$ cat src/rtl/ifsm_pkg.sv
package ifsm_pkg;

	localparam int VALUE_WIDTH = 24;
	localparam int TICK_W = 20;
	localparam int LIMIT_W = 23;
	localparam int LIMIT_SQ_W = 2 * LIMIT_W;
	localparam int TIME_W = 32;
	localparam int HC_W = 24;
	localparam int SQ_W = 48;
	localparam int CFG_IDX_W = 3;
	localparam int CFG_DATA_W = 32;

	localparam int PROD_W = 2 * VALUE_WIDTH;
	localparam int SUM_W = PROD_W + 2;
	localparam int SUM_CMP_W = (SUM_W > SQ_W) ? SUM_W : SQ_W;
	localparam int HC_CMP_W = (VALUE_WIDTH > HC_W) ? VALUE_WIDTH : HC_W;

	typedef logic signed [VALUE_WIDTH-1:0] val_t;
	typedef val_t [2:0] vec_t;
	typedef logic [PROD_W-1:0] prod_t;
	typedef prod_t [2:0] prod_vec_t;

	typedef enum logic [CFG_IDX_W-1:0] {
		CFG_MONITOR_ENABLE    = 3'd0,
		CFG_MAX_HEIGHT_DELTA  = 3'd1,
		CFG_MAX_LINEAR_SPEED  = 3'd2,
		CFG_MAX_ANGULAR_SPEED = 3'd3,
		CFG_GRACE_PERIOD_US   = 3'd4
	} cfg_reg_t;

	typedef struct packed {
		logic                  enable;
		logic [LIMIT_W-1:0]    max_height;
		logic [LIMIT_SQ_W-1:0] linear_sq;
		logic [LIMIT_SQ_W-1:0] angular_sq;
		logic [TIME_W-1:0]     grace;
	} cfg_t;

endpackage

$ cat src/rtl/ifsm_square.sv
module ifsm_square (
	input  logic                clk,
	input  logic                load,
	input  ifsm_pkg::vec_t      vec,
	output ifsm_pkg::prod_vec_t sq_s2
);
	import ifsm_pkg::*;

	logic [VALUE_WIDTH-1:0] mag [3];

	always_comb begin
		for (int i = 0; i < 3; i++) begin
			mag[i] = vec[i][VALUE_WIDTH-1] ? $unsigned(-vec[i]) : $unsigned(vec[i]);
		end
	end

	always_ff @(posedge clk) begin
		if (load) begin
			for (int i = 0; i < 3; i++) begin
				sq_s2[i] <= mag[i] * mag[i];
			end
		end
	end
endmodule

$ cat config.mk
export PLATFORM = sky130hd
export DESIGN_NAME = ifsm_square
export DESIGN_NICKNAME = d
export VERILOG_FILES = /design/src/rtl/ifsm_pkg.sv /design/src/rtl/ifsm_square.sv
export SDC_FILE = /design/constraint.sdc
export NUM_CORES = 2
export LEC_CHECK = 0
export ABC_AREA = 1
export BUFFER_PORTS_ARGS = -buffer_cell sky130_fd_sc_hd__buf_4
export CAP_MARGIN = 20
export CORE_MARGIN = 10
export CORE_UTILIZATION = 60
export CTS_BUF_LIST = sky130_fd_sc_hd__clkbuf_8
export DETAILED_ROUTE_END_ITERATION = 16
export PLACE_DENSITY = 0.78
export SYNTH_ARGS = -nofsm -noshare
export SYNTH_HDL_FRONTEND = slang
export SYNTH_SLANG_ARGS = --single-unit
$ cat constraint.sdc
create_clock -name clk -period 10.65 [get_ports clk]
set_input_delay 2.13 -clock clk [delete_from_list [all_inputs] [get_ports clk]]
set_output_delay 2.13 -clock clk [all_outputs]
set_load 0.05 [all_outputs]
==> results.txt <==
The total of buffers placed on input and output ports came out at 214. The flow ran to the end, and the final reports show no timing, DRC or antenna violations. The max-slew violation count came out at 0.

sq_s2 holds more flip-flops than any other register. Global routing consumed, over all layers together, 31.6% of the routing resources. The tools report the final-layout setup total negative slack as 0 ps. Setup repair after global routing left no endpoint under its margin. The largest registers in the layout are sq_s2: 141 flops. Measured along the x axis, the die boundary spans 332 µm. The ratio of cells with drive above 1 in the final layout is 7.00%. The slowest stage of the critical path belongs to the cell fa_1. Across all hold checks on the routed design, the worst slack comes to 1750 ps. The floorplan die height is 332 µm, and the vias per cell is 5.32.

The run gives 0 as the initial antenna violation count. The via total after detailed routing was 47500. For the worst setup path, the data arrival time is 9960 ps.

For this run, the slowest stage of the critical path takes 560 ps. The final-report hold violation count was 0; the sink count of the clock tree was 141. Compared with the post-synthesis result, the final layout area differs by 6.52%. The worst path in the final design needs a cycle of 9600 ps, including I/O delays and setup.

The first routing iteration left 4241 violations. Counting the buffers created by CTS gives 17. For this run, design rule violations remaining after detail routing come to 0.

After synthesis the cells add up to 0.0585 mm². The run gives 0 as the total global routing overflow. The maximum level of the CTS H-tree is 4. The kind of cell with the highest combined delay along the critical path is adder cells.

After technology mapping, the gate count stands at 7376. The flip-flop count of the largest register after layout is 141. After clock tree synthesis, the clock-pin slew on the worst setup and hold paths is 140 ps. The tools report the total number of nets in the final design as 9486.

The worst path required time was 11010 ps. Worst slew margin relative to its limit: 33.3%. The tools report the number of global-route vias before repair as 50500.

The root buffer cell chosen for the clock tree is clkbuf_8. The tools report the number of hold buffers added after CTS as 0. After synthesis, flip-flops and latches occupy 7.23% of the total area. The max-capacitance violation count was 0. The post-synthesis cell type count is 47. Class of the tightest hold or removal check: in2reg. In this run the standard cell core region covers 0.0967 mm².

For this block, the routed nets add up to 171 mm of wire. In the final routed layout, each cell accounts on average for 19.2 µm. In this run the worst path has a maximum fanout of 20. The run gives 60.5% as the starting utilization of the core area. Setup violations remaining at the end of the flow were counted as 0. The critical path is of the in2reg type. Derived from the worst setup path, the maximum achievable clock frequency is 0.104 GHz. The sequential cells in the finished layout cover a total of 0.00423 mm². The pin count of the biggest net entering global routing came out at 85. The nature of the critical path startpoint is a primary input. The number of setup buffers added after CTS was 0. The first-pass detailed-route iteration total is 9.

Once the clock tree was built, the resizer swapped 0 gates to a different size. The I/O pin total was 218; the total buffers and inverters traversed by the critical path was 9. The wire length of the first global-routing pass is 273 mm.

The run gives 64.5% as the share of the core filled with cells in the final layout. Averaged over all synthesized cells, the footprint is 7.94 µm². Once detail routing completed, the nets flagged for antenna violations numbered 0.

The final RePlAce weighted congestion is 1.03, and the post-DP HPWL is 147 mm. The number of buffers between clock root and the deepest sink was 2. Leaving out fill and tap cells, the most frequent cell in the layout is inv_1. At the pin with the least slew margin, the transition time is 1000 ps. The multi-input combinational cells in the finished layout cover a total of 0.0450 mm². The filler cells instantiated in the layout total 8365. STA classifies the critical path endpoint as a register.

The flip-flop and latch count after synthesis is 141, and the cell row count is 114. Leaving out fill and tap cells, the most frequent cells in the layout are inv_1, nand2_1, fa_1. After layout, the worst path uses 90.1% of the clock period.

TritonCTS built the clock tree. The logs give 0 for the count of synthesis-stage warnings from yosys and 0.110 mm² for the full die area.
## cells in the mapped netlist, drive strengths merged
| library cell | count | area (µm²) |
|---|---|---|
| a21o | 4 | 30.0 |
| o211ai | 6 | 45.0 |
| conb | 2 | 7.51 |
| edfxtp | 141 | 4230 |
| a31oi | 1 | 6.26 |
| inv | 2361 | 8860 |
| xnor2 | 15 | 139 |
| o31ai | 1 | 7.51 |
| clkbuf | 19 | 71.3 |
| fa | 1269 | 25400 |
| or3 | 7 | 43.8 |
| a21oi | 93 | 465 |
| clkinv | 1 | 3.75 |
| nor3 | 23 | 120 |
| nand3 | 194 | 1030 |
| o21ai | 37 | 196 |
| nor4 | 1 | 6.26 |
| nand4 | 49 | 307 |
| nand2 | 1735 | 6700 |
| nor2 | 674 | 2730 |
| or2 | 17 | 106 |
| ha | 510 | 6380 |
| a21boi | 1 | 18.8 |
| o21bai | 20 | 150 |
| buf | 94 | 572 |
| and2 | 5 | 31.3 |
| nand3b | 11 | 82.6 |
| o21a | 3 | 22.5 |
| xor2 | 82 | 775 |
## final timing paths
check | cells past startpoint | to | slack, ps | start
max | 34 | sq_s2[140] | 1050 | vec[48]
min | 1 | sq_s2[96] | 1750 | vec[48]
## final cells by class
cell class | count | share of cell area [%]
antenna | 2 | 0.00803
clock buffer | 17 | 0.375
clock inverter | 15 | 0.293
inverter | 2362 | 14.2
multi-input combinational | 4812 | 72.2
sequential | 141 | 6.79
tap | 1276 | 2.56
timing repair buffer | 299 | 3.61
## kinds of logic (layout without fill, tap and decap cells)
| group | count (synthesis) | count (layout) | share of synthesized area (%) |
|---|---|---|---|
| buf+inv | 2475 | 2693 | 16.2 |
| flops | 141 | 141 | 7.23 |
| compound gates | 166 | 166 | 1.61 |
| simple gates | 2716 | 2716 | 19.0 |
| other cells | 2 | 56 | 0.0128 |
| fa+ha+maj | 1779 | 1779 | 54.3 |
| xor+xnor | 97 | 97 | 1.56 |
## routing by layer
metal	track usage, %	up-vias	routed length (µm)
li1	-	21400	-
met1	40.5	23000	64900
met2	50.7	2519	78900
met3	7.10	504	18000
met4	15.2	0	9480
met5	0	-	0
## stage by stage
step                cell area, µm²  std cells  setup WS (ps)
finish                       62400       8924           1050
global route                 62400       8922            673
CTS                          62400       8922           1200
detailed placement           61900       8890            547
global placement             61900       8890            618
floorplan                    58700       7428           1440
Power is not shown: default switching activity piles up to over one toggle a cycle in this logic, so the estimate is an artifact.
