$ cat src/rtl/ifsm_pkg.sv
package ifsm_pkg;

	localparam int VALUE_WIDTH = 24;
	localparam int TICK_W = 20;
	localparam int LIMIT_W = 23;
	localparam int LIMIT_SQ_W = 2 * LIMIT_W;
	localparam int TIME_W = 32;
	localparam int HC_W = 24;
	localparam int SQ_W = 48;
	localparam int CFG_IDX_W = 3;
	localparam int CFG_DATA_W = 32;

	localparam int PROD_W = 2 * VALUE_WIDTH;
	localparam int SUM_W = PROD_W + 2;
	localparam int SUM_CMP_W = (SUM_W > SQ_W) ? SUM_W : SQ_W;
	localparam int HC_CMP_W = (VALUE_WIDTH > HC_W) ? VALUE_WIDTH : HC_W;

	typedef logic signed [VALUE_WIDTH-1:0] val_t;
	typedef val_t [2:0] vec_t;
	typedef logic [PROD_W-1:0] prod_t;
	typedef prod_t [2:0] prod_vec_t;

	typedef enum logic [CFG_IDX_W-1:0] {
		CFG_MONITOR_ENABLE    = 3'd0,
		CFG_MAX_HEIGHT_DELTA  = 3'd1,
		CFG_MAX_LINEAR_SPEED  = 3'd2,
		CFG_MAX_ANGULAR_SPEED = 3'd3,
		CFG_GRACE_PERIOD_US   = 3'd4
	} cfg_reg_t;

	typedef struct packed {
		logic                  enable;
		logic [LIMIT_W-1:0]    max_height;
		logic [LIMIT_SQ_W-1:0] linear_sq;
		logic [LIMIT_SQ_W-1:0] angular_sq;
		logic [TIME_W-1:0]     grace;
	} cfg_t;

endpackage

$ cat src/rtl/ifsm_capture.sv
module ifsm_capture (
	input  logic                          clk,
	input  logic                          arst_n,
	input  logic                          load,
	input  ifsm_pkg::val_t                root_height,
	input  ifsm_pkg::vec_t                linear_vel,
	input  ifsm_pkg::vec_t                angular_vel,
	input  logic [ifsm_pkg::TICK_W-1:0]   tick_time_us,
	output logic [ifsm_pkg::VALUE_WIDTH-1:0] hc_s1,
	output ifsm_pkg::vec_t                linear_s1,
	output ifsm_pkg::vec_t                angular_s1,
	output logic [ifsm_pkg::TICK_W-1:0]   tick_s1
);
	import ifsm_pkg::*;

	logic                    ref_latched_q;
	val_t                    ref_height_q;
	val_t                    ref_sel;
	logic signed [VALUE_WIDTH:0] diff;
	logic [VALUE_WIDTH:0]    diff_abs;

	always_ff @(posedge clk or negedge arst_n) begin
		if (!arst_n) begin
			ref_latched_q <= 1'b0;
			ref_height_q  <= '0;
		end else if (load && !ref_latched_q) begin
			ref_latched_q <= 1'b1;
			ref_height_q  <= root_height;
		end
	end

	assign ref_sel  = ref_latched_q ? ref_height_q : root_height;
	assign diff     = (VALUE_WIDTH+1)'(root_height) - (VALUE_WIDTH+1)'(ref_sel);
	assign diff_abs = diff[VALUE_WIDTH] ? $unsigned(-diff) : $unsigned(diff);

	always_ff @(posedge clk) begin
		if (load) begin
			hc_s1      <= diff_abs[VALUE_WIDTH-1:0];
			linear_s1  <= linear_vel;
			angular_s1 <= angular_vel;
			tick_s1    <= tick_time_us;
		end
	end
endmodule

$ cat config.mk
export PLATFORM = sky130hd
export DESIGN_NAME = ifsm_capture
export DESIGN_NICKNAME = d
export VERILOG_FILES = /design/src/rtl/ifsm_pkg.sv /design/src/rtl/ifsm_capture.sv
export SDC_FILE = /design/constraint.sdc
export NUM_CORES = 1
export LEC_CHECK = 0
export ABC_AREA = 1
export ABC_CLOCK_PERIOD_IN_PS = 7300
export BUFFER_PORTS_ARGS = -buffer_cell sky130_fd_sc_hd__buf_4
export CAP_MARGIN = 10
export CORE_AREA = 2 2 149 151
export DETAILED_ROUTE_END_ITERATION = 10
export DIE_AREA = 0 0 151 153
export HOLD_SLACK_MARGIN = 0.02
export PLACE_DENSITY = 0.73
export SETUP_SLACK_MARGIN = 0.2
export SYNTH_ARGS = -nofsm -noshare
export SYNTH_HDL_FRONTEND = slang
export SYNTH_SLANG_ARGS = --single-unit
$ cat constraint.sdc
create_clock -name clk -period 7.3 [get_ports clk]
set_input_delay 1.46 -clock clk [delete_from_list [all_inputs] [get_ports clk]]
set_output_delay 1.46 -clock clk [all_outputs]
set_load 0.01 [all_outputs]
==> impl_metrics.tcl <==
set metrics [dict create \
    status "completed" \
    grt_pass1_wl_mm 37.7 \
    p_int_w 0.00235 \
    antenna_found_initial 0 \
    cts_buffer_depth 3 \
    synthTopCellsByCount "236 x nand2_1, 188 x edfxtp_1, 110 x inv_1" \
    yosys_warnings 0 \
    place_congestion 0.942 \
    comb_power_share 0.150 \
    dieArea_mm2 0.0231 \
    final_cells 1508 \
    io_pins 379 \
    hold_ws_ps 483 \
    yosys-mux-area-fraction 0 \
    synth-compound-area-share 0.0473 \
    clock_skew_ps 22.3 \
    power_switching_w 0.000707 \
    design_area_mm2 0.0131 \
    wl_mm 25.5 \
    grt_pass1_vias 6772 \
    drive_gt1_frac 0.365 \
    viasPerCell 4.71 \
    worstPathMaxFanout 20 \
    core_area_mm2 0.0215 \
    cts_buffers 23 \
    grt_max_degree 107 \
    synth_edf_count 188 \
    required_ps 7560 \
    fmax_ghz 0.248 \
    relSlewSlack 0.300 \
    yosys.area.top_type "edfxtp_1" \
    end_kind "register" \
    synth_most_common_cell "nand2_1" \
    hold_violations 0 \
    worst_ep_arrival_time_ps 4290 \
    critPathKind "in2reg" \
    finalSetupTns_ps 0 \
    numPlacedInstances 1468 \
    cpPeakStageDelay_ps 500 \
    die_h_um 153 \
    drv_slew 0 \
    cts-root-buf "clkbuf_16" \
    ys_ff_latch 213 \
    cts.htree.levels 1 \
    critPathMostFrequentCell "inv_1" \
    period_share 0.553 \
    diodes 0 \
    syn_area_per_cell_um2 11.3 \
    hold_path_class "reg2reg" \
    setup_ws_ps 3260 \
    worst_slew_pin_slew_ps 1050 \
    dpl_worst_slack_ps 2810 \
    leakage_nw 6.05 \
    avgRoutedWirePerCell_um 16.9 \
    cts_hold_buf 0 \
    clk_pin_slew_ps 60 \
    cts.sinks 213 \
    cts_setup_buffers 0 \
    firstDrtPassIters 5 \
    antenna_left 0 \
    synth_nets 1037 \
    synthAdderAreaFrac 0.0361 \
    synthArstFlopShare 0.117 \
    rows 54 \
    p_clk_frac 0.371 \
    r2r_start "ref_latched_q" \
    io_buffers 378 \
    first_iter_violations 488 \
    overflow 0 \
    slowest_stage "nand2_1" \
    synth_xor_area_frac 0.0142 \
    timing.rr.end "hc_s1[11]" \
    powerDensity_mw_per_mm2 233 \
    rsz0062_at_grt "no" \
    crit_start "root_height[0]" \
    crit_path_start_kind "input port" \
    p_sw_frac 0.231 \
    ff2ff_setup_slack_ps 3570 \
    r2r.worst_path.cells 18 \
    grtUsageTotal 0.212 \
    path_cells "buf_4 -> inv_1 -> o21ai_0 -> ha_1 -> inv_1 -> fa_1 -> nand2_2 -> a21oi_2 -> nand4_1 -> nand3_2 -> a21oi_2 -> nand2_1 -> nand2_1 -> inv_1 -> nor2_1 -> xor2_1 -> inv_1" \
    clk_latency_ps 500 \
    hpwl_mm 20.0 \
    finalSetupViolations 0 \
    p_seq_frac 0.479 \
    synthFlopType "edfxtp_1" \
    max_cap_violations 0 \
    yosysTopAreaCellShare 0.612 \
    place_area_mm2 0.0124 \
    netlist_instances 820 \
    netlist_area_mm2 0.00923 \
    post-route-min-period_ps 4040 \
    fp.dieW_um 151 \
    synth_area_leaders "edfxtp_1 61%, nand2_1 9.6%, dfrtp_1 6.8%" \
    drcViolationCount 0 \
    ir_worst_vdd_mv 0.162 \
    crit_end "hc_s1[11]" \
    ys_types 32 \
    start_util 0.430 \
    cts_tree "yes" \
    synthSimpleGateAreaFrac 0.170 \
    ys_seq_area_frac 0.679 \
    ctsResizeCount 0 \
    vias 7108 \
    area_growth_pct 42.3 \
    final_nets 1431 \
    synth_top_family_by_area "simple AND/OR/NAND/NOR gates" \
]
==> layout make-up <==
class	count	area [um2]
clock inverter	8	116
tap	280	350
timing repair buffer	381	2880
sequential	213	6270
clock buffer	31	616
inverter	115	432
fill	1744	8350
multi-input combinational	480	2470
==> how the worst min path moves through the flow <==
stage,end,depth (start not counted),startpoint,slack (ps)
4_1_cts,ref_height_q[21],2,ref_height_q[21],480
6_report,ref_height_q[10],2,ref_height_q[10],480
3_3_place_gp,ref_height_q[13],2,ref_height_q[13],460
2_1_floorplan,ref_height_q[10],2,ref_height_q[10],450
5_1_grt,ref_height_q[14],2,ref_height_q[14],500
3_5_place_dp,ref_height_q[12],2,ref_height_q[12],470
==> critical path: cells and delay by family <==
kind            cells  cell delay, ps
simple gates        6            1130
fa+ha+maj           2             590
buf+inv             5             560
compound gates      3             400
xor+xnor            1             160
==> metrics by stage <==
step                power, W  utilization
floorplan            0.00166            -
finish               0.00306        0.611
CTS                  0.00309        0.610
global route         0.00318        0.611
detailed placement   0.00195        0.576
global placement     0.00194        0.576
==> layer usage <==
metal	part of all wire	GRT usage	up-vias
met1	0.41	0.270	3299
met5	0	0	-
met4	0.026	0.0601	0
met3	0.073	0.0454	56
li1	-	-	3519
met2	0.49	0.364	234
==> cell families after synthesis <==
logic type	Yosys count
buffers and inverters	127
AO/OA/AOI/OAI	81
flip-flops	213
XOR/XNOR	15
AND/OR/NAND/NOR	358
adder cells (fa/ha/maj)	26
==> flip-flops by register name, indices dropped and copies added (netlist names) <==
name	flops
ref_latched_q	1
hc_s1	24
tick_s1	20
ref_height_q	24
linear_s1	72
angular_s1	72
==> power by group through the flow <==
stage	Combinational [W]	Clock (W)	Sequential (W)
final	0.000459	0.00113	0.00146
after floorplan	0.000123	0	0.00154
after global routing	0.000498	0.00122	0.00147
after CTS	0.000463	0.00117	0.00146
after global placement	0.000454	0	0.00148
after detailed placement	0.000462	0	0.00149
==> cells in the final DEF, fill, tap and decap left out <==
master	n
and2_1	1
nand3_1	32
nand2_4	1
xor2_1	11
inv_2	5
a21o_1	1
a21oi_2	4
clkbuf_16	23
o31ai_1	1
o21bai_1	3
o21ai_0	54
nor2_4	4
nand2_1	236
a21oi_1	17
inv_1	110
bufinv_16	3
clkbuf_8	1
buf_16	1
clkbuf_1	7
edfxtp_1	188
nor3_1	3
o21ai_2	1
clkinv_2	2
clkinv_1	2
nand3b_1	6
buf_6	1
clkinv_4	1
nand3_2	4
nor3_2	2
and3_2	1
nand2_2	11
nor2_2	3
nand3_4	1
ha_1	25
buf_4	379
nand4_1	11
nor2_1	42
xnor2_1	4
fa_1	1
dfrtp_1	25
Note: power is estimated with default switching activity, not from simulation.
