## config.mk

```make
export PLATFORM = sky130hd
export DESIGN_NAME = ifsm_cfg_regs_flat
export DESIGN_NICKNAME = d
export VERILOG_FILES = /design/src/rtl/ifsm_pkg.sv /design/src/rtl/ifsm_cfg_if.sv /design/src/rtl/ifsm_cfg_regs.sv /design/src/flat_wrapper.sv
export SDC_FILE = /design/constraint.sdc
export NUM_CORES = 2
export LEC_CHECK = 0
export ABC_AREA = 1
export BUFFER_PORTS_ARGS = -buffer_cell sky130_fd_sc_hd__buf_2
export CAP_MARGIN = 10
export CORE_MARGIN = 3
export CORE_UTILIZATION = 45
export DETAILED_ROUTE_END_ITERATION = 6
export GPL_TIMING_DRIVEN = 0
export SLEW_MARGIN = 15
export SYNTH_ARGS = -nofsm -noshare
export SYNTH_HDL_FRONTEND = slang
export SYNTH_SLANG_ARGS = --single-unit
export TNS_END_PERCENT = 50
```

## constraint.sdc

```tcl
create_clock -name clk -period 17.5 [get_ports clk]
set_input_delay 0.875 -clock clk [delete_from_list [all_inputs] [get_ports clk]]
set_output_delay 0.875 -clock clk [all_outputs]
set_load 0.01 [all_outputs]
```

## src/rtl/ifsm_pkg.sv

```systemverilog
package ifsm_pkg;

	localparam int VALUE_WIDTH = 24;
	localparam int TICK_W = 20;
	localparam int LIMIT_W = 23;
	localparam int LIMIT_SQ_W = 2 * LIMIT_W;
	localparam int TIME_W = 32;
	localparam int HC_W = 24;
	localparam int SQ_W = 48;
	localparam int CFG_IDX_W = 3;
	localparam int CFG_DATA_W = 32;

	localparam int PROD_W = 2 * VALUE_WIDTH;
	localparam int SUM_W = PROD_W + 2;
	localparam int SUM_CMP_W = (SUM_W > SQ_W) ? SUM_W : SQ_W;
	localparam int HC_CMP_W = (VALUE_WIDTH > HC_W) ? VALUE_WIDTH : HC_W;

	typedef logic signed [VALUE_WIDTH-1:0] val_t;
	typedef val_t [2:0] vec_t;
	typedef logic [PROD_W-1:0] prod_t;
	typedef prod_t [2:0] prod_vec_t;

	typedef enum logic [CFG_IDX_W-1:0] {
		CFG_MONITOR_ENABLE    = 3'd0,
		CFG_MAX_HEIGHT_DELTA  = 3'd1,
		CFG_MAX_LINEAR_SPEED  = 3'd2,
		CFG_MAX_ANGULAR_SPEED = 3'd3,
		CFG_GRACE_PERIOD_US   = 3'd4
	} cfg_reg_t;

	typedef struct packed {
		logic                  enable;
		logic [LIMIT_W-1:0]    max_height;
		logic [LIMIT_SQ_W-1:0] linear_sq;
		logic [LIMIT_SQ_W-1:0] angular_sq;
		logic [TIME_W-1:0]     grace;
	} cfg_t;

endpackage

```

## src/rtl/ifsm_cfg_if.sv

```systemverilog
interface ifsm_cfg_if;
	import ifsm_pkg::*;

	logic                  valid;
	logic                  ready;
	logic [CFG_IDX_W-1:0]  index;
	logic [CFG_DATA_W-1:0] data;

	modport source (output valid, index, data, input ready);
	modport sink (input valid, index, data, output ready);
endinterface

```

## src/rtl/ifsm_cfg_regs.sv

```systemverilog
module ifsm_cfg_regs (
	input  logic           clk,
	input  logic           arst_n,
	ifsm_cfg_if.sink       cfg,
	output ifsm_pkg::cfg_t cfg_out
);
	import ifsm_pkg::*;

	logic               enable_q;
	logic [LIMIT_W-1:0] max_height_q;
	logic [LIMIT_W-1:0] max_linear_q;
	logic [LIMIT_W-1:0] max_angular_q;
	logic [TIME_W-1:0]  grace_q;
	logic [LIMIT_SQ_W-1:0] linear_sq_q;
	logic [LIMIT_SQ_W-1:0] angular_sq_q;
	logic               wr;

	assign cfg.ready = 1'b1;
	assign wr = cfg.valid & cfg.ready;

	always_ff @(posedge clk or negedge arst_n) begin
		if (!arst_n) begin
			enable_q      <= 1'b0;
			max_height_q  <= '0;
			max_linear_q  <= '0;
			max_angular_q <= '0;
			grace_q       <= '0;
		end else if (wr) begin
			case (cfg_reg_t'(cfg.index))
				CFG_MONITOR_ENABLE:    enable_q      <= cfg.data[0];
				CFG_MAX_HEIGHT_DELTA:  max_height_q  <= cfg.data[LIMIT_W-1:0];
				CFG_MAX_LINEAR_SPEED:  max_linear_q  <= cfg.data[LIMIT_W-1:0];
				CFG_MAX_ANGULAR_SPEED: max_angular_q <= cfg.data[LIMIT_W-1:0];
				CFG_GRACE_PERIOD_US:   grace_q       <= cfg.data[TIME_W-1:0];
				default: ;
			endcase
		end
	end

	// squared limits, registered from the stored speed limits
	always_ff @(posedge clk or negedge arst_n) begin
		if (!arst_n) begin
			linear_sq_q  <= '0;
			angular_sq_q <= '0;
		end else begin
			linear_sq_q  <= max_linear_q * max_linear_q;
			angular_sq_q <= max_angular_q * max_angular_q;
		end
	end

	always_comb begin
		cfg_out.enable     = enable_q;
		cfg_out.max_height = max_height_q;
		cfg_out.linear_sq  = linear_sq_q;
		cfg_out.angular_sq = angular_sq_q;
		cfg_out.grace      = grace_q;
	end
endmodule

```

## src/flat_wrapper.sv

```systemverilog
// flat-port wrapper written by rule: the top's interface ports become plain ports
module ifsm_cfg_regs_flat import ifsm_pkg::*;
  (clk, arst_n, cfg_out, cfg_valid, cfg_index, cfg_data, cfg_ready);
  ifsm_cfg_if cfg_i ();
  input  logic clk;
  input  logic arst_n;
  output ifsm_pkg::cfg_t cfg_out;
  input wire logic [$bits(cfg_i.valid)-1:0] cfg_valid;
  input wire logic [$bits(cfg_i.index)-1:0] cfg_index;
  input wire logic [$bits(cfg_i.data)-1:0] cfg_data;
  output wire logic [$bits(cfg_i.ready)-1:0] cfg_ready;
  assign cfg_i.valid = cfg_valid;
  assign cfg_i.index = cfg_index;
  assign cfg_i.data = cfg_data;
  assign cfg_ready = cfg_i.ready;
  ifsm_cfg_regs u_core (.clk(clk), .arst_n(arst_n), .cfg(cfg_i), .cfg_out(cfg_out));
endmodule
```

==> flow_summary_export.csv <==
group,metric,value,unit
place,io_buffers,183,
timing,period_minus_slack,7550,ps
routing,detailedRoute.firstPassIterationCount,5,
timing,final-hold-violation-count,0,
grt,grt_pass1_vias,31000,
routing,drt_wl_total,110000,µm
routing,drt-wirelength-per-cell,18.0,µm
grt,grt_pass1_wl,175000,µm
critical_path,required,17880,ps
critical_path,start_kind,"flip-flop",
timing,slew-limit-headroom,26.9,%
critical_path,endpoint_kind,"flip-flop",
worst_hold_path,hp-class,"input pin to asynchronous set/reset pin",
layout,nets,6088,
critical_path,crit_slowest_cell,"clkbuf_1",
clock_network,clock_path_buffers,2,
clock_network,cts_num_sinks,192,
logic_synthesis,async_reset_ff_share,100,%
layout,final_cell_mix,"inv_1, nand2_1, fa_1, ha_1, dfrtp_1",
place,post-dp-hpwl,92600,µm
logic_synthesis,ys_types,36,
timing,max_freq,132,MHz
logic_synthesis,synthCells,4726,
timing,setup_viol,0,
place,globalplace.congestion,0.949,
critical_path,cpPeakStageDelay,650,ps
floorplan,die_area,0.0894,mm²
clock_network,cts_made_buffers,17,
layout,layout-drive-gt1-share,6.27,%
grt,antenna_found_initial,6,
grt,overflow,0,
clock_network,cts_tree,"yes",
timing,maxSlewViolCount,0,
logic_synthesis,ys_seq_area_share,12.4,%
logic_synthesis,synth_top_area_share,39.9,%
logic_synthesis,syn_area,0.0386,mm²
clock_network,clock_latency,530,ps
clock_network,cts_setup_buffers,0,
routing,drc,0,
floorplan,core,0.0844,mm²
floorplan,row_count,106,
routing,drt_iter0_markers,2139,
logic_synthesis,ys_seq_elements,192,
routing,viasPerCell,4.85,
critical_path,crit_top_cell,"fa_1",
logic_synthesis,yosys-top-cells-area,"fa_1, inv_1, dfrtp_1",
routing,ant_nets,0,
timing,setup_tns,0,ps
clock_network,htree_num_levels,4,
critical_path,path_class,"flip-flop to flip-flop",
grt,track_usage,25.7,%
floorplan,dieWidth,299,µm
clock_network,clockRootBuffer,"clkbuf_16",
critical_path,crit_arrival,7940,ps
clock_network,cts_hold_buf,0,
logic_synthesis,synth_top_flop_cell,"dfrtp_1",
floorplan,io_pins,187,
job,max-cap-violations,0,
grt,grt_max_degree,96,
critical_path,cp_max_fo,10,
timing,worstMarginPinSlew,1100,ps
timing,fin_crit_sh,43.2,%
floorplan,initial_core_util,45.8,%
logic_synthesis,yosysTopAreaCell,"fa_1",
clock_network,clk_pin_slew,90,ps
timing,clock_skew,22.6,ps
logic_synthesis,synth_edf_count,0,
layout,areaGrowthSynthToFinish,7.92,%
floorplan,die_y,299,µm
status,status,"complete, no violations",
timing,rsz0062_at_grt,"no",
logic_synthesis,synth_warnings,0,
clock_network,ctsResizeCount,0,
routing,vias,29500,
logic_synthesis,synth_area_per_cell,8.18,µm²
layout,mostFrequentLayoutCell,"inv_1",
[cell families (layout without fill, tap and decap cells)]
group                      count (synthesis)  in the layout  share of synthesized area (%)
DFF                                      192            192                           12.4
AOI/OAI and AO/OA                        197            197                           2.72
adders and majority gates               1119           1119                           51.2
buffers and inverters                   1625           1842                           15.8
xor gates and xnor gates                  81             81                           1.84
muxes                                      9              9                          0.262
and+or+nand+nor                         1501           1501                           15.7
other                                      2              8                         0.0194
[area by class of cell]
cell class	count	area [µm²]
antenna	5	12.5
timing repair buffer	185	981
tap	1134	1420
multi-input combinational	2910	27700
fill	8361	42700
buffer	124	483
sequential	192	4800
clock inverter	15	218
clock buffer	17	425
inverter	1501	5630
[state kept, by name, summed over array words and instances (netlist names)]
name,count
u_core.angular_sq_q,45
u_core.linear_sq_q,45
u_core.grace_q,32
u_core.max_angular_q,23
u_core.max_height_q,23
u_core.max_linear_q,23
u_core.enable_q,1
[cells in the mapped netlist (2+ instances only)]
master       n
mux2_2       9
clkbuf_1   118
xnor2_1     28
a31o_2       2
o21ai_1      2
nand3_1     56
inv_1     1499
buf_4        4
nand3_2     19
nand2_2     28
nor2_4       8
nor2_1     142
a21o_1       2
nor3_1       6
dfrtp_1    192
xor2_1      53
conb_1       2
nand2_1   1204
or2_2        3
ha_1       349
or2_1        3
a21oi_1     68
o21ai_0     98
o21bai_1    16
and2_1       8
nor2_2      16
fa_1       770
buf_2        2
a31oi_1      8
nand4_1      5
[per-layer routing]
metal | global-route usage, % | vias to the layer above | share of wire, %
met5 | 0 | - | 0
met4 | 6.19 | 0 | 2.1
met3 | 5.37 | 141 | 9.0
met2 | 41.4 | 1013 | 46
met1 | 35.8 | 14600 | 43
li1 | - | 13700 | -
[metrics by stage]
stage	area (µm²)	hold WS, ps	utilization, %	std cells	worst slack, ps
floorplan	38600	447	-	4727	11750
global placement	41000	462	48.6	6044	10060
detailed placement	41000	469	48.7	6046	10070
CTS	41700	116	49.4	6078	10030
global route	41700	131	49.4	6078	9580
finish	41700	148	49.4	6083	9950
[worst max-delay path, delay by kind of cell, from the launching register on]
kind / cells / cell delay, ps
flip-flops: 1 / 330
buffers and inverters: 7 / 1560
AND/OR/NAND/NOR: 10 / 1620
adder cells (fa/ha/maj): 8 / 3860
[worst paths after layout]
kind | startpoint | end | slack (ps) | cells after the start
setup reg to reg | u_core.max_linear_q[20] | u_core.linear_sq_q[43] | 9950 | 25
max in group asynchronous | arst_n | u_core.linear_sq_q[14] | 16620 | 2
min in group clk | u_core.grace_q[7] | u_core.grace_q[7] | 480 | 2
setup / recovery | u_core.max_linear_q[20] | u_core.linear_sq_q[43] | 9950 | 25
hold reg to reg | u_core.grace_q[7] | u_core.grace_q[7] | 480 | 2
hold / removal | arst_n | u_core.angular_sq_q[35] | 150 | 1
Power is not shown: default switching activity piles up to over one toggle a cycle in this logic, so the estimate is an artifact.
