==> src/rtl/ifsm_pkg.sv <==
package ifsm_pkg;

	localparam int VALUE_WIDTH = 24;
	localparam int TICK_W = 20;
	localparam int LIMIT_W = 23;
	localparam int LIMIT_SQ_W = 2 * LIMIT_W;
	localparam int TIME_W = 32;
	localparam int HC_W = 24;
	localparam int SQ_W = 48;
	localparam int CFG_IDX_W = 3;
	localparam int CFG_DATA_W = 32;

	localparam int PROD_W = 2 * VALUE_WIDTH;
	localparam int SUM_W = PROD_W + 2;
	localparam int SUM_CMP_W = (SUM_W > SQ_W) ? SUM_W : SQ_W;
	localparam int HC_CMP_W = (VALUE_WIDTH > HC_W) ? VALUE_WIDTH : HC_W;

	typedef logic signed [VALUE_WIDTH-1:0] val_t;
	typedef val_t [2:0] vec_t;
	typedef logic [PROD_W-1:0] prod_t;
	typedef prod_t [2:0] prod_vec_t;

	typedef enum logic [CFG_IDX_W-1:0] {
		CFG_MONITOR_ENABLE    = 3'd0,
		CFG_MAX_HEIGHT_DELTA  = 3'd1,
		CFG_MAX_LINEAR_SPEED  = 3'd2,
		CFG_MAX_ANGULAR_SPEED = 3'd3,
		CFG_GRACE_PERIOD_US   = 3'd4
	} cfg_reg_t;

	typedef struct packed {
		logic                  enable;
		logic [LIMIT_W-1:0]    max_height;
		logic [LIMIT_SQ_W-1:0] linear_sq;
		logic [LIMIT_SQ_W-1:0] angular_sq;
		logic [TIME_W-1:0]     grace;
	} cfg_t;

endpackage

==> src/rtl/ifsm_decide.sv <==
module ifsm_decide (
	input  logic                             clk,
	input  logic                             arst_n,
	input  logic                             load,
	input  ifsm_pkg::cfg_t                   cfg,
	input  logic [ifsm_pkg::VALUE_WIDTH-1:0] hc_s2,
	input  ifsm_pkg::prod_vec_t              linear_sq_s2,
	input  ifsm_pkg::prod_vec_t              angular_sq_s2,
	input  logic [ifsm_pkg::TICK_W-1:0]      tick_s2,
	output logic                             fail_stop_s3,
	output logic                             height_exc_s3,
	output logic                             linear_exc_s3,
	output logic                             angular_exc_s3,
	output logic [ifsm_pkg::HC_W-1:0]        height_change_s3,
	output logic [ifsm_pkg::SQ_W-1:0]        linear_sq_s3,
	output logic [ifsm_pkg::SQ_W-1:0]        angular_sq_s3,
	output logic [ifsm_pkg::TIME_W-1:0]      unstable_s3
);
	import ifsm_pkg::*;

	localparam logic [SUM_CMP_W-1:0] SQ_CAP = SUM_CMP_W'({SQ_W{1'b1}});
	localparam logic [HC_CMP_W-1:0]  HC_CAP = HC_CMP_W'({HC_W{1'b1}});

	logic [TIME_W-1:0]    unstable_q;
	logic [SUM_CMP_W-1:0] lin_sum;
	logic [SUM_CMP_W-1:0] ang_sum;
	logic [HC_CMP_W-1:0]  hc_ext;
	logic [SQ_W-1:0]      lin_sat;
	logic [SQ_W-1:0]      ang_sat;
	logic [HC_W-1:0]      hc_sat;
	logic                 he, le, ae;
	logic [TIME_W:0]      ut_sum;
	logic [TIME_W-1:0]    ut_next;
	logic                 fail;

	always_comb begin
		lin_sum = SUM_CMP_W'(linear_sq_s2[0]) + SUM_CMP_W'(linear_sq_s2[1])
		        + SUM_CMP_W'(linear_sq_s2[2]);
		ang_sum = SUM_CMP_W'(angular_sq_s2[0]) + SUM_CMP_W'(angular_sq_s2[1])
		        + SUM_CMP_W'(angular_sq_s2[2]);
		hc_ext  = HC_CMP_W'(hc_s2);
		lin_sat = (lin_sum > SQ_CAP) ? {SQ_W{1'b1}} : lin_sum[SQ_W-1:0];
		ang_sat = (ang_sum > SQ_CAP) ? {SQ_W{1'b1}} : ang_sum[SQ_W-1:0];
		hc_sat  = (hc_ext > HC_CAP) ? {HC_W{1'b1}} : hc_ext[HC_W-1:0];

		he = hc_sat > HC_W'(cfg.max_height);
		le = lin_sat > SQ_W'(cfg.linear_sq);
		ae = ang_sat > SQ_W'(cfg.angular_sq);

		ut_sum  = {1'b0, unstable_q} + (TIME_W+1)'(tick_s2);
		ut_next = '0;
		if (he || le || ae) begin
			ut_next = ut_sum[TIME_W] ? {TIME_W{1'b1}} : ut_sum[TIME_W-1:0];
		end
		fail = ut_next >= cfg.grace;
	end

	always_ff @(posedge clk or negedge arst_n) begin
		if (!arst_n) begin
			unstable_q <= '0;
		end else if (load && cfg.enable) begin
			unstable_q <= ut_next;
		end
	end

	always_ff @(posedge clk) begin
		if (load) begin
			if (cfg.enable) begin
				fail_stop_s3     <= fail;
				height_exc_s3    <= he;
				linear_exc_s3    <= le;
				angular_exc_s3   <= ae;
				height_change_s3 <= hc_sat;
				linear_sq_s3     <= lin_sat;
				angular_sq_s3    <= ang_sat;
				unstable_s3      <= ut_next;
			end else begin
				fail_stop_s3     <= 1'b0;
				height_exc_s3    <= 1'b0;
				linear_exc_s3    <= 1'b0;
				angular_exc_s3   <= 1'b0;
				height_change_s3 <= '0;
				linear_sq_s3     <= '0;
				angular_sq_s3    <= '0;
				unstable_s3      <= '0;
			end
		end
	end
endmodule

==> config.mk <==
export PLATFORM = sky130hd
export DESIGN_NAME = ifsm_decide
export DESIGN_NICKNAME = d
export VERILOG_FILES = /design/src/rtl/ifsm_pkg.sv /design/src/rtl/ifsm_decide.sv
export SDC_FILE = /design/constraint.sdc
export NUM_CORES = 1
export LEC_CHECK = 0
export BUFFER_PORTS_ARGS = -buffer_cell sky130_fd_sc_hd__buf_2
export CELL_PAD_IN_SITES_DETAIL_PLACEMENT = 0
export CELL_PAD_IN_SITES_GLOBAL_PLACEMENT = 2
export CORE_MARGIN = 2
export CORE_UTILIZATION = 28
export CTS_CLUSTER_SIZE = 14
export DETAILED_ROUTE_END_ITERATION = 6
export GPL_ROUTABILITY_DRIVEN = 0
export GPL_TIMING_DRIVEN = 0
export PLACE_DENSITY_LB_ADDON = 0.1
export SYNTH_ARGS = -nofsm -noshare
export SYNTH_HDL_FRONTEND = slang
export SYNTH_SLANG_ARGS = --single-unit
==> constraint.sdc <==
create_clock -name clk -period 4.72 [get_ports clk]
set_input_delay 0.708 -clock clk [delete_from_list [all_inputs] [get_ports clk]]
set_output_delay 0.708 -clock clk [all_outputs]
set_load 0.005 [all_outputs]
==> results.txt, run 1 <==
status: complete, but fails checks
failing checks: setup timing
GRT Overall Usage: 21.92%
htree depth: 4
critical path's slowest cell: fa_1
Leak: 12.63 nW
Setup WS post-layout: -3.214 ns
Worst slew margin: 23.40%
Worst Skew: 0.01928 ns
RSZ-0062 raised after global routing: true
mapped cell area: 20510 sq um
Async SR Flop Fraction: 17.02%
DP HPWL: 71060 um
Tcrit/Tclk final: 168.1%
die width: 274.7 um
largest cells by area after synthesis: edfxtp_1 (23%), ha_1 (16%), fa_1 (9.7%)
number of core rows: 99
most frequent cell after synthesis: ha_1
Multi-input gate area: 15060 sq um
commonest cells in the netlist: ha_1 (261), inv_1 (182), a21oi_1 (161)
ratio of total power to cell area: 377.3 nW/um^2
count of state elements after synthesis: 188
CTS Buffer Depth: 2
Yosys warning total: 0
Peak VDD IR: 0.0002705 V
Mapped Cells: 2209
Largest delay share family, worst path: compound AO/OA/AOI/OAI gates
max cap viols: 0
iteration-0 DRC count of the detailed router: 914
CP endpoint kind: register
post-synth top area cell: edfxtp_1
f_max: 126.0 MHz
nets: 3772
dpl ws: -5.294 ns
Worst Path Required: 4.97 ns
Avg Synthesized Cell Area: 9.285 sq um
routed via count: 19370
DRT Wirelength: 84710 um
residual DRC count: 0
R2R depth: 25
Clock Latency Late Sink: 0.50 ns
starting density of the core: 28.21%
Final Power: 10.42 mW
Worst Path Max Fanout: 6
port buffer count: 638
clk sinks: 188
worst hold slack: 0.2996 ns
core area: 72710 sq um
CTS buffer count: 17
grt ovf: 0
number of synthesized flops with an enable pin: 156
Filler cells: 7551
Reg clk slew, reported paths: 0.09 ns
post-layout min period: 7.934 ns
Sequential Area: 5485 sq um
max-slew violation count: 0
Initial DRT Pass Iterations: 7
Crit Path Class: in2reg
Hold WC Path Type: in2async
Setup-failing EPs final: 67
drt wl/cell: 21.69 um
first-pass GRT wire length: 123000 um
post-route ant nets: 0
I/O Pins: 639
initial antenna violation count: 14
Main synth FF type: edfxtp_1
CP startpoint kind: primary input
Post-Syn Nets: 3052
number of global-route vias before repair: 19990
Die Footprint: 75440 sq um
DR vias/cell: 4.959
max incr delay on CP: 0.54 ns
worst path bufs/invs: 11
Worst Tran Pin Value: 1.149 ns
distinct cell type count after synthesis: 94
sequential-to-total area share from yosys stat: 26.74%
top-area cell type share of the netlist area: 22.84%
crit path DAT: 8.19 ns
Die Y: 274.7 um
CTS root buffer: clkbuf_16
reg2reg setup slack: -1.09 ns
Layout area overhead: 34.61%
worst r2r src: unstable_q[0]
final hold vios: 0
layout cells sized above 1: 34.02%
worst reg2reg path endpoint: fail_stop_s3
CTS tree: yes
largest net degree at the start of global routing: 95
## layout make-up
type	instances	area share [%]
plain buffers	75	2.157
repair buffers	709	14.43
flip-flops and latches	188	19.87
well taps	959	4.346
clock buffers	18	1.554
inverters	182	2.501
multi-input cells	1756	54.56
diodes	5	0.04532
clock inverters	14	0.5393
## per-stage QoR
stage / cell area, sq um / cells / util [%] / setup TNS [ns]
after floorplan: 20850 / 2209 / - / -91.72
after global placement: 25240 / 3806 / 34.72 / -241.76
after detailed placement: 25280 / 3807 / 34.77 / -239.17
after CTS: 27100 / 3887 / 37.28 / -106.43
final: 27610 / 3906 / 37.97 / -112.76
after global routing: 27610 / 3904 / 37.97 / -123.43
## placed cells by master (no fill, tap or decap), types with 11 or more instances in the layout
master,count
a211oi_1,15
nor2_1,132
o31ai_1,22
nand3_1,40
nand2b_1,49
o211ai_1,15
or2_4,11
clkbuf_16,22
o21a_1,28
nor3_1,23
nor3b_2,30
a21oi_2,21
a21oi_1,141
buf_6,15
a21o_1,89
buf_2,650
inv_1,178
o21ai_0,69
nor2b_1,20
and3_1,19
nor3_2,13
fa_1,93
dfrtp_1,32
xor2_1,36
edfxtp_1,156
a31oi_1,14
nand2_1,154
and2_1,123
nand4_1,51
o21bai_1,19
o21ai_1,21
clkbuf_1,36
ha_4,32
xnor2_1,65
buf_4,55
ha_1,224
## cell families (layout without fill, tap and decap cells)
logic type / after synthesis / after routing / synth area share (%)
and+or+nand+nor: 731 / 731 / 19.54
AOI/OAI and AO/OA: 558 / 558 / 18.07
adders and majority gates: 360 / 360 / 25.58
buffers and inverters: 265 / 998 / 5.447
DFF: 188 / 188 / 26.74
xor gates and xnor gates: 101 / 101 / 4.313
muxes: 6 / 6 / 0.2989
other: 0 / 5 / 0
## layer usage
| metal | vias to the layer above | wire [um] | share of wire (%) | global-route usage, % |
|---|---|---|---|---|
| met4 | 12 | 2009 | 2.4 | 6.164 |
| met3 | 84 | 5326 | 6.3 | 4.547 |
| li1 | 9358 | - | - | - |
| met2 | 566 | 40960 | 48 | 37.75 |
| met5 | - | 69 | 0.081 | 0 |
| met1 | 9349 | 36340 | 43 | 27.63 |
## worst max-delay path by stage
stage                    start           end  slack [ns]  cells past startpoint
2_1_floorplan  linear_sq_s2[1]  fail_stop_s3       -2.95                     41
3_3_place_gp   linear_sq_s2[1]  fail_stop_s3       -5.35                     41
3_5_place_dp   linear_sq_s2[1]  fail_stop_s3       -5.29                     41
4_1_cts        linear_sq_s2[1]  fail_stop_s3       -3.18                     42
5_1_grt        linear_sq_s2[1]  fail_stop_s3       -3.55                     42
6_report       linear_sq_s2[1]  fail_stop_s3       -3.21                     44
## registers in the layout, summed over array words and instances (netlist names)
| name | cells |
|---|---|
| angular_sq_s3 | 48 |
| height_exc_s3 | 1 |
| height_change_s3 | 24 |
| angular_exc_s3 | 1 |
| unstable_s3 | 32 |
| fail_stop_s3 | 1 |
| linear_exc_s3 | 1 |
| unstable_q | 32 |
| linear_sq_s3 | 48 |
## repair_timing
item | in CTS | in global routing
hold buffers | 0 | 0
pin swaps | 42 | 46
endpoints found under the setup margin | 67 | 67
resized for setup | 140 | 68
buffers inserted | 46 | 18
gates cloned | 6 | 1
## where the power goes
part | internal (mW) | switching (mW)
combinational | 2.83 | 3.71
clock | 0.747 | 0.799
sequential | 2.20 | 0.129
(Power assumes the default switching activity.)
==> run 2: changes to the inputs <==
Settings changed: RECOVER_POWER set to 50.
==> results.txt, run 2 (same netlist as run 1, synthesis figures left out) <==
status: complete, but fails checks
failing checks: capacitance limit, slew limit, setup timing
htree depth: 4 (unchanged)
starting density of the core: 28.21% (unchanged)
Reg clk slew, reported paths: 0.09 ns (about the same)
largest net degree at the start of global routing: 95 (unchanged)
commonest non-fill, non-tap cells in the layout: buf_2 (620), ha_1 (224), inv_1 (178)
most common cell after layout, fill and taps aside: buf_2
Int Power: 5.768 mW (-0.16%)
Peak VDD IR: 0.0002703 V (about the same)
Worst Tran Pin Value: 2.624 ns (+1.475 ns)
reg2reg setup slack: -1.09 ns (about the same)
Layout area overhead: 34.27%
Die Footprint: 75440 sq um (unchanged)
Worst Path Max Fanout: 6 (unchanged)
DR vias/cell: 4.966 (+0.14%)
CP endpoint kind: register
CTS root buffer: clkbuf_16
critical path's slowest cell: fa_1
residual DRC count: 0 (unchanged)
placed cells: 3807 (unchanged)
Leak: 12.53 nW (-0.76%)
CP startpoint kind: primary input
Largest delay share family, worst path: compound AO/OA/AOI/OAI gates
GRT Overall Usage: 21.92% (unchanged)
post-layout min period: 7.929 ns (-0.005430 ns)
CTS Buffer Depth: 2 (unchanged)
layout cells sized above 1: 33.00% (-1.0 points)
CTS tree: yes
RSZ-0062 raised after global routing: true
initial antenna violation count: 14 (unchanged)
die width: 274.7 um (unchanged)
Clock Latency Late Sink: 0.50 ns (about the same)
Crit Path Class: in2reg
clock share of power: 14.9% (about the same)
ratio of total power to cell area: 378.2 nW/um^2 (+0.23%)
CTS buffer count: 17 (unchanged)
NetSw: 4.649 mW (+0.16%)
I/O Pins: 639 (unchanged)
Largest regs: angular_sq_s3 x48, linear_sq_s3 x48
Setup-failing EPs final: 67 (unchanged)
Initial DRT Pass Iterations: 5 (-2)
DRT Wirelength: 84750 um (about the same)
max incr delay on CP: 0.54 ns (about the same)
sw frac: 44.63% (+0.079 points)
Final TNS setup: -112.51 ns (+0.2470 ns)
grt ovf: 0 (unchanged)
worst path bufs/invs: 8 (-3)
max cap viols: 3 (+3)
routed via count: 19400 (+0.14%)
final hold vios: 0 (unchanged)
register share of total power: 22.4% (about the same)
core area: 72710 sq um (unchanged)
f_max: 126.1 MHz (about the same)
hold_buf cts: 0 (unchanged)
most frequent CP cell: a21o_1
port buffer count: 638 (unchanged)
DP HPWL: 71060 um (unchanged)
drt wl/cell: 21.70 um (about the same)
Die Y: 274.7 um (unchanged)
clk sinks: 188 (unchanged)
max-slew violation count: 194 (+194)
Hold WC Path Type: reg2reg
Worst Skew: 0.01940 ns (+0.0001275 ns)
number of core rows: 99 (unchanged)
iteration-0 DRC count of the detailed router: 946 (+3.5%)
post-route ant nets: 0 (unchanged)
Worst Path Required: 4.97 ns (about the same)
Worst slew margin: -74.93% (-98 points)
Tcrit/Tclk final: 168.0% (about the same)
number of global-route vias before repair: 19990 (unchanged)
non-filler cells in the finished layout: 3906 (unchanged)
nets: 3772 (unchanged)
first-pass GRT wire length: 123000 um (unchanged)
crit path DAT: 8.18 ns (about the same)
Setup WS post-layout: -3.209 ns (+0.005430 ns)
Logic pwr share: 62.7% (about the same)
run 2: changes by cell type in the layout (fill, tap and decap cells not counted), sizes merged:
cell,change
buf,-31
clkbuf,+31
run 2: timing repair:
item,CTS,global route
resized for setup,140,68
cloned,6,1
setup buffers,46,18
endpoints found under the setup margin,67,67
pin swaps,42,46
run 2: worst paths after layout:
path	startpoint	to	cells past startpoint
hold / removal	unstable_q[6]	unstable_q[6]	2
min in group asynchronous	arst_n	unstable_q[7]	1
hold reg to reg	unstable_q[6]	unstable_q[6]	2
setup reg to reg	unstable_q[0]	fail_stop_s3	25
setup / recovery	linear_sq_s2[1]	fail_stop_s3	42
max in group asynchronous	arst_n	unstable_q[27]	1
run 2: layout make-up:
class	count	area [sq um]
flip-flops and latches	188	5485
inverters	182	690.7
fillers	7551	45170
repair buffers	709	3914
clock inverters	14	148.9
clock buffers	18	429.2
well taps	959	1200
plain buffers	75	595.6
multi-input cells	1756	15060
diodes	5	12.51
run 2: power groups by stage:
stage	combinational, mW	clock [mW]	sequential (mW)
6_report	6.53	1.55	2.33
5_1_grt	7.25	1.65	2.37
4_1_cts	6.40	1.62	2.33
3_5_place_dp	5.93	0	2.36
3_3_place_gp	5.92	0	2.37
2_1_floorplan	3.88	0	2.37
run 2: metrics by stage:
step                      instance area [sq um]  total power, mW  setup WS, ns  util, %  hold slack, ns
after floorplan                           20850            6.247        -2.953        -          0.4124
after global placement                    25240            8.290        -5.355    34.72          0.4668
after detailed placement                  25280            8.289        -5.294    34.77          0.4713
after CTS                                 27100            10.34        -3.182    37.28          0.3115
after global routing                      27540            11.27        -3.545    37.87          0.4855
final                                     27540            10.42        -3.209    37.88          0.4899
run 2: layer usage:
| layer | wire length, um | vias to the layer above | global-route usage, % |
|---|---|---|---|
| met5 | 69 | - | 0 |
| met1 | 36500 | 9367 | 27.63 |
| met3 | 5224 | 86 | 4.547 |
| met4 | 2018 | 12 | 6.164 |
| li1 | - | 9352 | - |
| met2 | 40940 | 579 | 37.75 |
run 2: worst register-to-register path, cell delays in order (launching register included):
cell	delay, ns
dfrtp_1	0.36
ha_1	0.16
inv_1	0.05
fa_1	0.41
nor2b_1	0.13
o21a_1	0.13
o21ai_0	0.19
a2111o_1	0.46
a211oi_1	0.52
o2111a_1	0.30
buf_4	0.17
and2b_1	0.22
buf_2	0.29
nor2_1	0.13
or2_1	0.25
ha_1	0.27
nand2b_4	0.13
a21o_1	0.17
a21o_1	0.19
a21oi_2	0.12
nor2b_1	0.06
o21ai_1	0.11
nand2b_1	0.08
a211oi_2	0.25
o221ai_2	0.14
o31a_1	0.25
